===== src/design/rrt_pkg.sv =====
package rrt_pkg;

  localparam int TableDepth = 64;
  localparam int AddrW      = $clog2(TableDepth);
  localparam int CountW     = $clog2(TableDepth + 1);
  localparam int MaxAlt     = 4;
  localparam int MsScaleW   = 20;
  localparam logic [MsScaleW-1:0] NsPerMs = MsScaleW'(1000000);

  localparam logic [2:0] MODE_ADD     = 3'd0;
  localparam logic [2:0] MODE_LOOKUP  = 3'd1;
  localparam logic [2:0] MODE_PROBE   = 3'd2;
  localparam logic [2:0] MODE_SUCCESS = 3'd3;
  localparam logic [2:0] MODE_FAILURE = 3'd4;
  localparam logic [2:0] MODE_EXPIRE  = 3'd5;

  localparam logic [1:0] STATUS_OK     = 2'd0;
  localparam logic [1:0] STATUS_BADHOP = 2'd1;
  localparam logic [1:0] STATUS_BETTER = 2'd2;
  localparam logic [1:0] STATUS_FULL   = 2'd3;

  typedef struct packed {
    logic [2:0]  mode;
    logic [15:0] dest_key;
    logic [31:0] latency;
    logic [31:0] ttl_ms;
    logic [7:0]  hops;
    logic [31:0] route_tag;
    logic [63:0] now_ns;
    logic [63:0] created_ns;
    logic [31:0] byte_count;
  } req_t;

  typedef struct packed {
    logic [1:0]  status;
    logic        found;
    logic [31:0] route_latency;
    logic [31:0] found_tag;
    logic [31:0] route_uses;
    logic [6:0]  entry_count;
    logic [31:0] discovered_total;
    logic [31:0] expired_total;
    logic [31:0] hit_total;
    logic [31:0] miss_total;
    logic [31:0] failure_total;
    logic [63:0] byte_total;
  } rsp_t;

  typedef struct packed {
    logic [15:0] key;
    logic [31:0] latency;
    logic [31:0] ttl;
    logic [63:0] created;
    logic [31:0] payload;
    logic [31:0] uses;
  } entry_t;

  typedef struct packed {
    logic              valid;
    logic [AddrW-1:0]  idx;
    entry_t            e;
    logic              live;
  } live_t;

endpackage


===== src/design/rrt_live.sv =====
module rrt_live
  import rrt_pkg::*;
(
  input  logic             clk,
  input  logic             rst,
  input  logic             in_valid,
  input  logic [AddrW-1:0] in_idx,
  input  entry_t           in_entry,
  input  logic [63:0]      now,
  output live_t            out
);

  logic             valid;
  logic [AddrW-1:0] idx;
  entry_t           e;
  logic [63:0]      diff;
  logic [63:0]      limit;

  // floor(diff / 1e6) <= ttl holds exactly when diff < (ttl + 1) * 1e6,
  // and that product stays below 2^53.
  always_ff @(posedge clk) begin
    if (rst) begin
      valid <= 1'b0;
    end else begin
      valid <= in_valid;
    end
    idx   <= in_idx;
    e     <= in_entry;
    diff  <= now - in_entry.created;
    limit <= ({32'd0, in_entry.ttl} + 64'd1) * 64'(NsPerMs);
  end

  assign out.valid = valid;
  assign out.idx   = idx;
  assign out.e     = e;
  assign out.live  = diff < limit;

endmodule


===== config.mk =====
export PLATFORM = sky130hd
export DESIGN_NAME = rrt_live
export DESIGN_NICKNAME = d
export VERILOG_FILES = /design/src/design/rrt_pkg.sv /design/src/design/rrt_live.sv
export SDC_FILE = /design/constraint.sdc
export NUM_CORES = 1
export LEC_CHECK = 0
export BUFFER_PORTS_ARGS = -buffer_cell sky130_fd_sc_hd__buf_2
export CAP_MARGIN = 15
export CORE_MARGIN = 5
export CORE_UTILIZATION = 45
export CTS_BUF_LIST = sky130_fd_sc_hd__clkbuf_16
export DETAILED_ROUTE_END_ITERATION = 12
export PLACE_DENSITY = 0.7
export REMOVE_ABC_BUFFERS = 1
export SYNTH_ARGS = -nofsm -noshare
export SYNTH_HDL_FRONTEND = slang
export SYNTH_SLANG_ARGS = --single-unit

===== constraint.sdc =====
create_clock -name clk -period 24.9 [get_ports clk]
set_input_delay 4.98 -clock clk [delete_from_list [all_inputs] [get_ports clk]]
set_output_delay 4.98 -clock clk [all_outputs]
set_load 0.005 [all_outputs]

Word level (Yosys, flattened, before mapping)
Index checks and enable logic that the tools add are counted.

RAM bits: 0. Input bits: 281. Output and inout bits: 216. ROM bits: 0. Logic and storage cells: 14. Memories: 0. Bits in latches: 0. Flip-flop bits (word level): 337.

$lt $le $gt $ge: 1. Mux-type cells: 0. Bitwise operators: 0. Shifts and indexed selects: 0. Reductions and logical operators: 0. Divide/modulo/power cells: 0. Add/sub/neg operators: 2. Eq/ne operators: 0. Multipliers: 1.

Operators by type and width (number): less-than comparator 64 bit (1); subtractor 64 bit (1); multiplier 33 x 14 -> 47 bit (second input constant) (1); adder 32 x 1 -> 33 bit (second input constant) (1).

Longest topological paths before layout
Gate-level depths: netlist of run 1.

Word-level depth: 2. Depth in mapped cells: 31.

Worst setup path before layout of run 1
OpenSTA, ideal clock, no wires.

Kind: input port to flip-flop. From: input in_entry[128] (netlist name). To: register limit[51]. Path slack: 13.180 ns. Data required time: 24.780 ns. Arrival: 11.600 ns. Stages: 29. Cells stage by stage: buf_2 -> nand3_1 -> nor3_1 -> and3_1 -> xnor2_1 -> clkinv_1 -> xnor2_1 -> xnor2_1 -> fa_1 -> fa_1 -> inv_1 -> fa_1 -> inv_1 -> ha_1 -> inv_1 -> fa_1 -> inv_1 -> ha_1 -> buf_2 -> nand4_1 -> nor3_1 -> nor3b_1 -> o21ai_0 -> o311a_2 -> a21oi_2 -> nand3_1 -> o31ai_1 -> a41oi_1 -> xnor2_1.

Word-level cells in the longest chain between the ends: 2.

Ends and longest elaborated chain: from (decl) (RTL line rrt_live.sv:8) `input entry_t in_entry,`; adder 32 x 1 -> 33 bit (RTL line rrt_live.sv:30) `limit <= ({32'd0, in_entry.ttl} + 64'd1) * 64'(NsPerMs);`; multiplier 33 x 14 -> 47 bit (RTL line rrt_live.sv:30); to (signal assigned) (RTL line rrt_live.sv:30); to (decl) (RTL line rrt_live.sv:17) `logic [63:0] limit;`.

Every way passes these cells. A chain may end at the register's enable or synchronous reset.

Worst setup path after layout of run 1
Same ends and word-level chain as after synthesis.

==> results.yml, run 1 <==
job:
  maxCapViolCount: 0
worst_setup_path:
  slowest_stage: "nor3_1"
  setup.worst_path.end_class: "flip-flop"
  timing.critical_path.to: "limit[51]$_DFF_P_"
  timing.setup.critical_path_class: "in2reg"
  critical_path_peak_fanout: 10
  critPathArrivalTime_ns: 12.94
  worst-endpoint-required_ns: 25.31
  start_kind: "primary input"
  worstSetupStartpoint: "in_entry[128]"
  crit_path_max_incr_delay_ns: 0.79
power_and_ir_drop:
  switching_share_pct: 45.0
  power_dens_cells_nw_per_um2: 133
  power.total_w: 0.00313
  p_int_w: 0.00172
  leakage_nw: 12.3
  clock_power_share_pct: 16.4
  ir_worst_vdd_v: 0.000115
  seqPwrFrac_pct: 20.6
  combPwrFrac_pct: 63.0
  switchingPower_w: 0.00141
timing:
  final_cycle_share_pct: 50.3
  final-max-slew-violation-count: 0
  setup_violations: 0
  fin_worst_hold_slack_ns: 4.52
  clock.fmax_mhz: 79.8
  max-slew-margin-rel_pct: 27.9
  hold_viol: 0
  worstMarginPinSlew_ns: 1.08
  post-route-min-period_ns: 12.53
  unrepaired_setup_endpoints_after_global_routing: "false"
  fin_tns_setup_ns: 0
synthesis:
  synth-main-ff-cell: "dfxtp_1"
  yosysWarningCount: 0
  post-synth-top-area-cell: "dfxtp_1"
  asr_flop_ratio_synth_pct: 0
  synthesis.area_per_instance_um2: 9.58
  yosys-top-cells-count: "inv_1, dfxtp_1, ha_1, a21oi_1, fa_1"
  post-synth-top-count-cell: "inv_1"
  synth-simple-area-share_pct: 8.46
  mappedNetlistArea_um2: 19300
  synth_edf_count: 0
  muxShareOfSynthArea_pct: 0.0519
  synthXorXnorAreaFrac_pct: 7.67
  dominant_combinational_cell_family_by_area_after_synthesis: "adder cells"
  synth_cell_types: 71
  synth-compound-area-share_pct: 13.1
  synth-seq-cells: 320
  synth_fa_ha_area_share_pct: 29.6
  netlist.area_leader.share_pct: 33.2
  syn-instance-count: 2016
  yosys-top-cells-area: "dfxtp_1, ha_1, fa_1"
  synth_seq_area_share_pct: 33.2
clock_tree:
  post_cts.repair.setup_buffers: 0
  cts.clk_slew.worst_paths_ns: 0.07
  cts.sinks: 320
  clock_tree.buffer_depth: 3
  cts_made_buffers: 37
  cts_root_buffer: "clkbuf_16"
  cts_htree_levels: 2
  count_of_hold_fix_buffers_inserted_at_cts: 0
  cts.repair.resized: 0
  tritoncts: "built"
detailed_routing:
  drt-wirelength-per-cell_um: 20.5
  detailedRoute.firstPassIterationCount: 5
  route.detailed.drc: 0
  drt-vias-per-instance: 5.13
  postRouteWirelength_mm: 63.5
  number_of_antenna_violating_nets_in_the_routed_design: 0
  routed-via-count: 15900
  drt_iter0_drc: 905
layout:
  final_net_count: 3181
  areaGrowthSynthToFinish_pct: 21.9
  final_design_area_no_fill_um2: 23500
  post_route_cells_drive_above_1_share_pct: 22.8
  finish.cell_count_without_fillers: 3096
grt:
  first_global_vias: 16100
  grt_start_max_net_pins: 16
  grt_overflow_total: 0
  grt_pass1_wl_mm: 94.0
  grt_util_all_layers_pct: 26.0
  grt_antenna_before_repair: 27
placed_design:
  placed_cell_count: 3021
  routabilityCongestion: 0.925
  dp.final_hpwl_mm: 54.5
  dpl_cell_area_um2: 22400
  port-buffer-count: 496
die:
  floorplan.initialDensity_pct: 45.7
  io_pins: 497
  die_width_um: 217
  die_ht_um: 217
  floorplan.die_area_um2: 47100
  core-area_um2: 42200
  row_count: 75
status:
  status: "finished clean"
worst_hold_path:
  min_path_type: "in2reg"
[worst min-delay path by stage]
stage	from	endpoint	slack (ns)	cells past startpoint
floorplan	in_idx[0]	idx[0]$_DFF_P_	5.01	0
global placement	in_entry[190]	out[191]$_DFF_P_	5.08	1
detailed placement	in_entry[46]	out[47]$_DFF_P_	5.08	1
CTS	in_entry[195]	out[196]$_DFF_P_	4.49	1
global route	in_entry[62]	out[63]$_DFF_P_	4.50	1
finish	in_entry[17]	out[18]$_DFF_P_	4.52	1
[critical path, delay by kind of cell]
family	cells	cell delay, ns
fa+ha+maj	6	2.76
compound gates	5	1.23
xor+xnor	4	1.00
buf+inv	6	0.81
simple gates	7	2.13
[per-stage QoR]
| step | utilization, % | setup slack (ns) |
|---|---|---|
| 6_report | 55.7 | 12.37 |
| 2_1_floorplan | - | 13.36 |
| 3_3_place_gp | 52.9 | 12.26 |
| 5_1_grt | 55.7 | 11.92 |
| 4_1_cts | 55.7 | 12.49 |
| 3_5_place_dp | 52.9 | 11.96 |
[state kept, by name, indices dropped and copies added, names as in the netlist]
signal  count
idx         6
diff       58
valid       1
limit      47
out       208
[cell type report]
class                           count  area (um2)
Tap cell                          539         674
Sequential cell                   320        6410
Antenna cell                        9        22.5
Inverter                          372        1400
Fill cell                        3869       18700
Clock buffer                       38         951
Clock inverter                     28         199
Multi-Input combinational cell   1289       11400
Timing Repair Buffer              501        2520
[cell usage in the layout (no fill, tap or decap), types with 6 or more instances in the layout]
master and instances:
buf_2 496, inv_1 371, dfxtp_1 320, ha_1 255, a21oi_1 151, fa_1 124, xnor2_1 112, nor2_1 97
nand2_1 88, o21ai_0 80, xor2_1 57, a21o_1 53, clkbuf_16 38, nand4_1 35, nand3_1 29, o21bai_1 25
and3_1 21, nor2b_1 17, nor3_1 13, clkinv_2 11, diode_2 9, clkinv_1 9, o21a_1 9, and2_1 8
a211oi_1 8, a31oi_1 8, nand2b_1 8, a41oi_1 7, o211ai_1 6, a221oi_1 6, clkinvlp_4 6
[routing by layer]
metal / track usage (%) / vias up / share of wire, %
li1: - / 7645 / -
met1: 36.2 / 7588 / 44
met2: 40.3 / 546 / 45
met3: 5.43 / 92 / 8.2
met4: 9.10 / 6 / 3.3
met5: 0 / - / 0.060
[power groups by stage]
stage          Sequential, W  Combinational (W)  Clock [W]
3_3_place_gp        0.000656            0.00195          0
5_1_grt             0.000652            0.00224   0.000551
2_1_floorplan       0.000647            0.00147          0
6_report            0.000645            0.00197   0.000515
4_1_cts             0.000646            0.00198   0.000526
3_5_place_dp        0.000656            0.00196          0
[cell families after synthesis]
family	Yosys count
compound gates	398
xor+xnor	169
flops	320
fa+ha+maj	383
mux	1
buf+inv	407
simple gates	338
Power figures use the tool's default switching activity.
==> run 2, diff against run 1 <==
- clock period: 24.9 -> 11.8 ns (I/O delays scaled with it)
==> run 2 against run 1 <==
Worst setup slack got worse by 10 ns; global-route usage barely moved; highest routed layer unchanged; die area did not move; sequential cell count did not move; non-clock buffer count rose by 1; core utilization rose by 0.062 points; first-iteration DRC count rose by 10%; critical path type unchanged; combinational power rose by 110%; worst hold slack got worse by 2.6 ns; power rose by 110%.
==> results.yml, run 2 (synthesis gave the netlist of run 1 again) <==
die:
  core-area_um2: 42200
  floorplan.die_area_um2: 47100
  floorplan.initialDensity_pct: 45.7
  row_count: 75
  io_pins: 497
  die_ht_um: 217
  die_width_um: 217
grt:
  grt_pass1_wl_mm: 94.2
  grt_util_all_layers_pct: 26.0
  first_global_vias: 16100
  grt_antenna_before_repair: 24
  grt_overflow_total: 0
  grt_start_max_net_pins: 14
detailed_routing:
  met3WireLength_mm: 5.31
  drt-wirelength-per-cell_um: 20.5
  route.detailed.drc: 0
  route.layer.met1.wl_mm: 27.7
  detailedRoute.firstPassIterationCount: 5
  number_of_antenna_violating_nets_in_the_routed_design: 0
  routed-via-count: 15900
  met2_wirelength_mm: 28.7
  drt-vias-per-instance: 5.13
  topRoutingLayerUsed: "met5"
  drt_iter0_drc: 1000
  postRouteWirelength_mm: 63.3
worst_setup_path:
  timing.setup.critical_path_class: "in2reg"
  cp_top_family: "adder cells"
  critPathArrivalTime_ns: 9.96
  start_kind: "primary input"
  worst-endpoint-required_ns: 12.24
  slowest_stage: "xnor2_1"
  critical_path_peak_fanout: 10
  setup.worst_path.end_class: "flip-flop"
  timing.critical_path.buf_inv: 7
  crit_path_max_incr_delay_ns: 0.60
placed_design:
  dp.final_hpwl_mm: 54.5
  dp_worst_setup_slack_ns: 1.70
  port-buffer-count: 496
  routabilityCongestion: 0.913
timing:
  hold_viol: 0
  final-max-slew-violation-count: 0
  final_cycle_share_pct: 80.7
  worstMarginPinSlew_ns: 1.08
  clock.fmax_mhz: 105
  max-slew-margin-rel_pct: 28.1
  final_critical_path_setup_slack_ns: 2.28
  fin_tns_setup_ns: 0
  post-route-min-period_ns: 9.52
  unrepaired_setup_endpoints_after_global_routing: "false"
  setup_violations: 0
power_and_ir_drop:
  leakage_nw: 12.4
  ir_worst_vdd_v: 0.000263
  power_dens_cells_nw_per_um2: 283
layout:
  largest_reg_flops: 208
  layout.filler_cells: 3837
  layout_common_cells: "buf_2, inv_1, dfxtp_1"
  final_net_count: 3183
  post_route_cells_drive_above_1_share_pct: 22.6
  areaGrowthSynthToFinish_pct: 22.0
  leading_cell_type_in_the_layout_fill_and_taps_excluded: "buf_2"
worst_hold_path:
  min_from: "in_idx[1]"
  min_path_type: "in2reg"
  hold-path-endpoint: "idx[1]$_DFF_P_"
  timing.hold.worst_path_depth: 1
status:
  status: "finished clean"
clock_tree:
  count_of_hold_fix_buffers_inserted_at_cts: 0
  cts_root_buffer: "clkbuf_16"
  cts.repair.resized: 0
  tritoncts: "built"
  cts.sinks: 320
  clock_tree.buffer_depth: 3
  cts.clk_slew.worst_paths_ns: 0.06
  cts_htree_levels: 2
  post_cts.repair.setup_buffers: 0
  cts_made_buffers: 38
job:
  maxCapViolCount: 0
## run 2: worst max-delay path by stage
stage / start / end / slack, ns / cells past startpoint
finish: in_entry[128] / limit[51]$_DFF_P_ / 2.28 / 29
global route: in_entry[128] / limit[51]$_DFF_P_ / 1.81 / 29
CTS: in_entry[128] / limit[51]$_DFF_P_ / 2.29 / 29
detailed placement: in_entry[128] / limit[51]$_DFF_P_ / 1.70 / 29
global placement: in_entry[128] / limit[51]$_DFF_P_ / 1.92 / 29
floorplan: in_entry[129] / limit[52]$_DFF_P_ / 2.88 / 28
## run 2: cell type report
| type | instances | area [um2] | area share (%) |
|---|---|---|---|
| multi-input combinational | 1289 | 11400 | 48.2 |
| clock inverter | 27 | 205 | 0.871 |
| antenna | 4 | 10.0 | 0.0425 |
| inverter | 372 | 1400 | 5.93 |
| tap | 539 | 674 | 2.86 |
| sequential | 320 | 6410 | 27.2 |
| timing repair buffer | 502 | 2530 | 10.7 |
| clock buffer | 39 | 976 | 4.14 |
## run 2: routing by layer
metal  vias up  track usage (%)
met5         -                0
met4         8             6.38
met1      7601             35.5
li1       7653                -
met2       502             41.6
met3        89             6.77
## run 2: per-stage QoR
| step | total power, W | area [um2] | hold WS (ns) | std cells | util [%] |
|---|---|---|---|---|---|
| 2_1_floorplan | 0.00447 | 19200 | 2.39 | 1981 | - |
| 3_3_place_gp | 0.00551 | 22400 | 2.46 | 3022 | 53.0 |
| 3_5_place_dp | 0.00555 | 22400 | 2.46 | 3022 | 53.0 |
| 4_1_cts | 0.00671 | 23500 | 1.88 | 3088 | 55.8 |
| 5_1_grt | 0.00731 | 23600 | 1.88 | 3091 | 55.8 |
| 6_report | 0.00666 | 23600 | 1.90 | 3092 | 55.8 |
## run 2: power by group
part           internal [W]  total, W  switching [W]
clock network      0.000646   0.00111       0.000467
registers           0.00130   0.00136      0.0000583
logic               0.00172   0.00418        0.00246
==> run 3, diff against run 2 <==
- clock period: 11.8 -> 9.15 ns (I/O delays scaled with it)
==> run 3 against run 2 <==
Via count increased by 0.35%; sequential cell count did not move; critical endpoint unchanged; critical path depth unchanged; sequential power grew 29%; power grew 30%; routed wire length is 1.2% lower; sequential share of layout area is 0.32 points lower; worst setup slack worse by 1.6 ns.
==> results.yml, run 3 (synthesis gave the netlist of run 1 again) <==
timing:
  post-route-min-period_ns: 8.46
  max-slew-margin-rel_pct: 40.2
  hold_viol: 0
  setup_violations: 0
  fin_worst_hold_slack_ns: 1.38
  final_cycle_share_pct: 92.5
  clock.fmax_mhz: 118
  fin_tns_setup_ns: 0
  worstMarginPinSlew_ns: 0.874
  unrepaired_setup_endpoints_after_global_routing: "false"
  final-max-slew-violation-count: 0
grt:
  grt.busiest_layer: "met2"
  grt_util_all_layers_pct: 25.7
  grt_antenna_before_repair: 19
  grt_overflow_total: 0
  grtUsageMet2_pct: 40.6
  grt_start_max_net_pins: 16
  grt_pass1_wl_mm: 92.9
  global_route.usage.met3_pct: 6.80
  globalRouteMet1Util_pct: 34.2
  first_global_vias: 16100
die:
  floorplan.initialDensity_pct: 45.7
  core-area_um2: 42200
  row_count: 75
  floorplan.die_area_um2: 47100
  die_ht_um: 217
  io_pins: 497
  die_width_um: 217
detailed_routing:
  routed-via-count: 15900
  number_of_antenna_violating_nets_in_the_routed_design: 0
  drt-wirelength-per-cell_um: 20.1
  detailedRoute.firstPassIterationCount: 5
  route.detailed.drc: 0
  postRouteWirelength_mm: 62.5
  drt_iter0_drc: 956
  drt-vias-per-instance: 5.10
worst_hold_path:
  timing.hold.worst_path_depth: 1
  min_path_type: "in2reg"
  min_from: "in_idx[5]"
  hold-path-endpoint: "idx[5]$_DFF_P_"
placed_design:
  routabilityCongestion: 0.960
  dp.final_hpwl_mm: 54.1
  port-buffer-count: 496
  placed_cell_count: 3047
worst_setup_path:
  start_kind: "primary input"
  crit_path_max_incr_delay_ns: 0.54
  timing.critical_path.buf_inv: 7
  worst-endpoint-required_ns: 9.58
  critPathArrivalTime_ns: 8.89
  cp_top_family: "adder cells"
  worstSetupStartpoint: "in_entry[128]"
  setup.worst_path.end_class: "flip-flop"
  slowest_stage: "fa_1"
  timing.setup.critical_path_class: "in2reg"
  critical_path_peak_fanout: 10
layout:
  combined_flip_flop_and_latch_cell_area_um2: 6410
  layout.filler_cells: 3829
  layout_common_cells: "buf_2, inv_1, dfxtp_1"
  leading_cell_type_in_the_layout_fill_and_taps_excluded: "buf_2"
  largest_reg_flops: 208
  finish.cell_count_without_fillers: 3118
  final_net_count: 3206
  multi_input_comb_area_um2: 11400
  post_route_cells_drive_above_1_share_pct: 23.7
  areaGrowthSynthToFinish_pct: 23.5
clock_tree:
  cts_root_buffer: "clkbuf_16"
  cts_htree_levels: 2
  cts.sinks: 320
  clock_tree.buffer_depth: 3
  cts_made_buffers: 36
  tritoncts: "built"
  cts.repair.resized: 0
  count_of_hold_fix_buffers_inserted_at_cts: 0
  cts.clk_slew.worst_paths_ns: 0.06
  post_cts.repair.setup_buffers: 0
job:
  maxCapViolCount: 0
power_and_ir_drop:
  ir_worst_vdd_v: 0.000331
  power_dens_cells_nw_per_um2: 363
  leakage_nw: 12.5
status:
  status: "finished clean"
==> run 3: cell count changes in the layout (fill, tap and decap cells not counted), sizes merged <==
cell / before / now
buf: 502 / 527
bufinv: 2 / 7
inv: 384 / 376
clkinvlp: 2 / 3
diode: 4 / 6
clkinv: 11 / 15
clkbuf: 39 / 36
==> run 3: cell type report <==
cell class / instances / share of cell area (%)
inverters: 372 / 5.86
flip-flops and latches: 320 / 26.9
multi-input cells: 1289 / 47.7
clock buffers: 36 / 3.78
repair buffers: 527 / 11.4
clock inverters: 29 / 1.53
well taps: 539 / 2.83
diodes: 6 / 0.0630
==> run 3: layer usage <==
layer / part of all wire [%] / vias up
met5: 0.054 / -
met1: 43 / 7574
met4: 3.4 / 6
met3: 8.2 / 103
li1: - / 7711
met2: 45 / 514
==> run 3: per-stage QoR <==
| stage | worst slack, ns | total power [W] | instance area (um2) | utilization, % |
|---|---|---|---|---|
| floorplan | 0.758 | 0.00576 | 19200 | - |
| global placement | 0.391 | 0.00705 | 22600 | 53.4 |
| detailed placement | 0.173 | 0.00712 | 22600 | 53.4 |
| CTS | 0.755 | 0.00873 | 23800 | 56.4 |
| global route | 0.202 | 0.00950 | 23800 | 56.4 |
| finish | 0.686 | 0.00864 | 23800 | 56.4 |
==> run 3: worst max-delay path by stage <==
stage / slack [ns] / end / depth (start not counted)
final: 0.69 / limit[51]$_DFF_P_ / 29
after detailed placement: 0.17 / limit[51]$_DFF_P_ / 29
after global routing: 0.20 / limit[51]$_DFF_P_ / 29
after floorplan: 0.76 / limit[52]$_DFF_P_ / 28
after global placement: 0.39 / limit[52]$_DFF_P_ / 30
after CTS: 0.76 / limit[51]$_DFF_P_ / 29
==> run 3: where the power goes <==
part | internal [W] | total (W) | switching, W
clock | 0.000930 | 0.00155 | 0.000617
combinational | 0.00222 | 0.00535 | 0.00313
sequential | 0.00168 | 0.00175 | 0.0000696
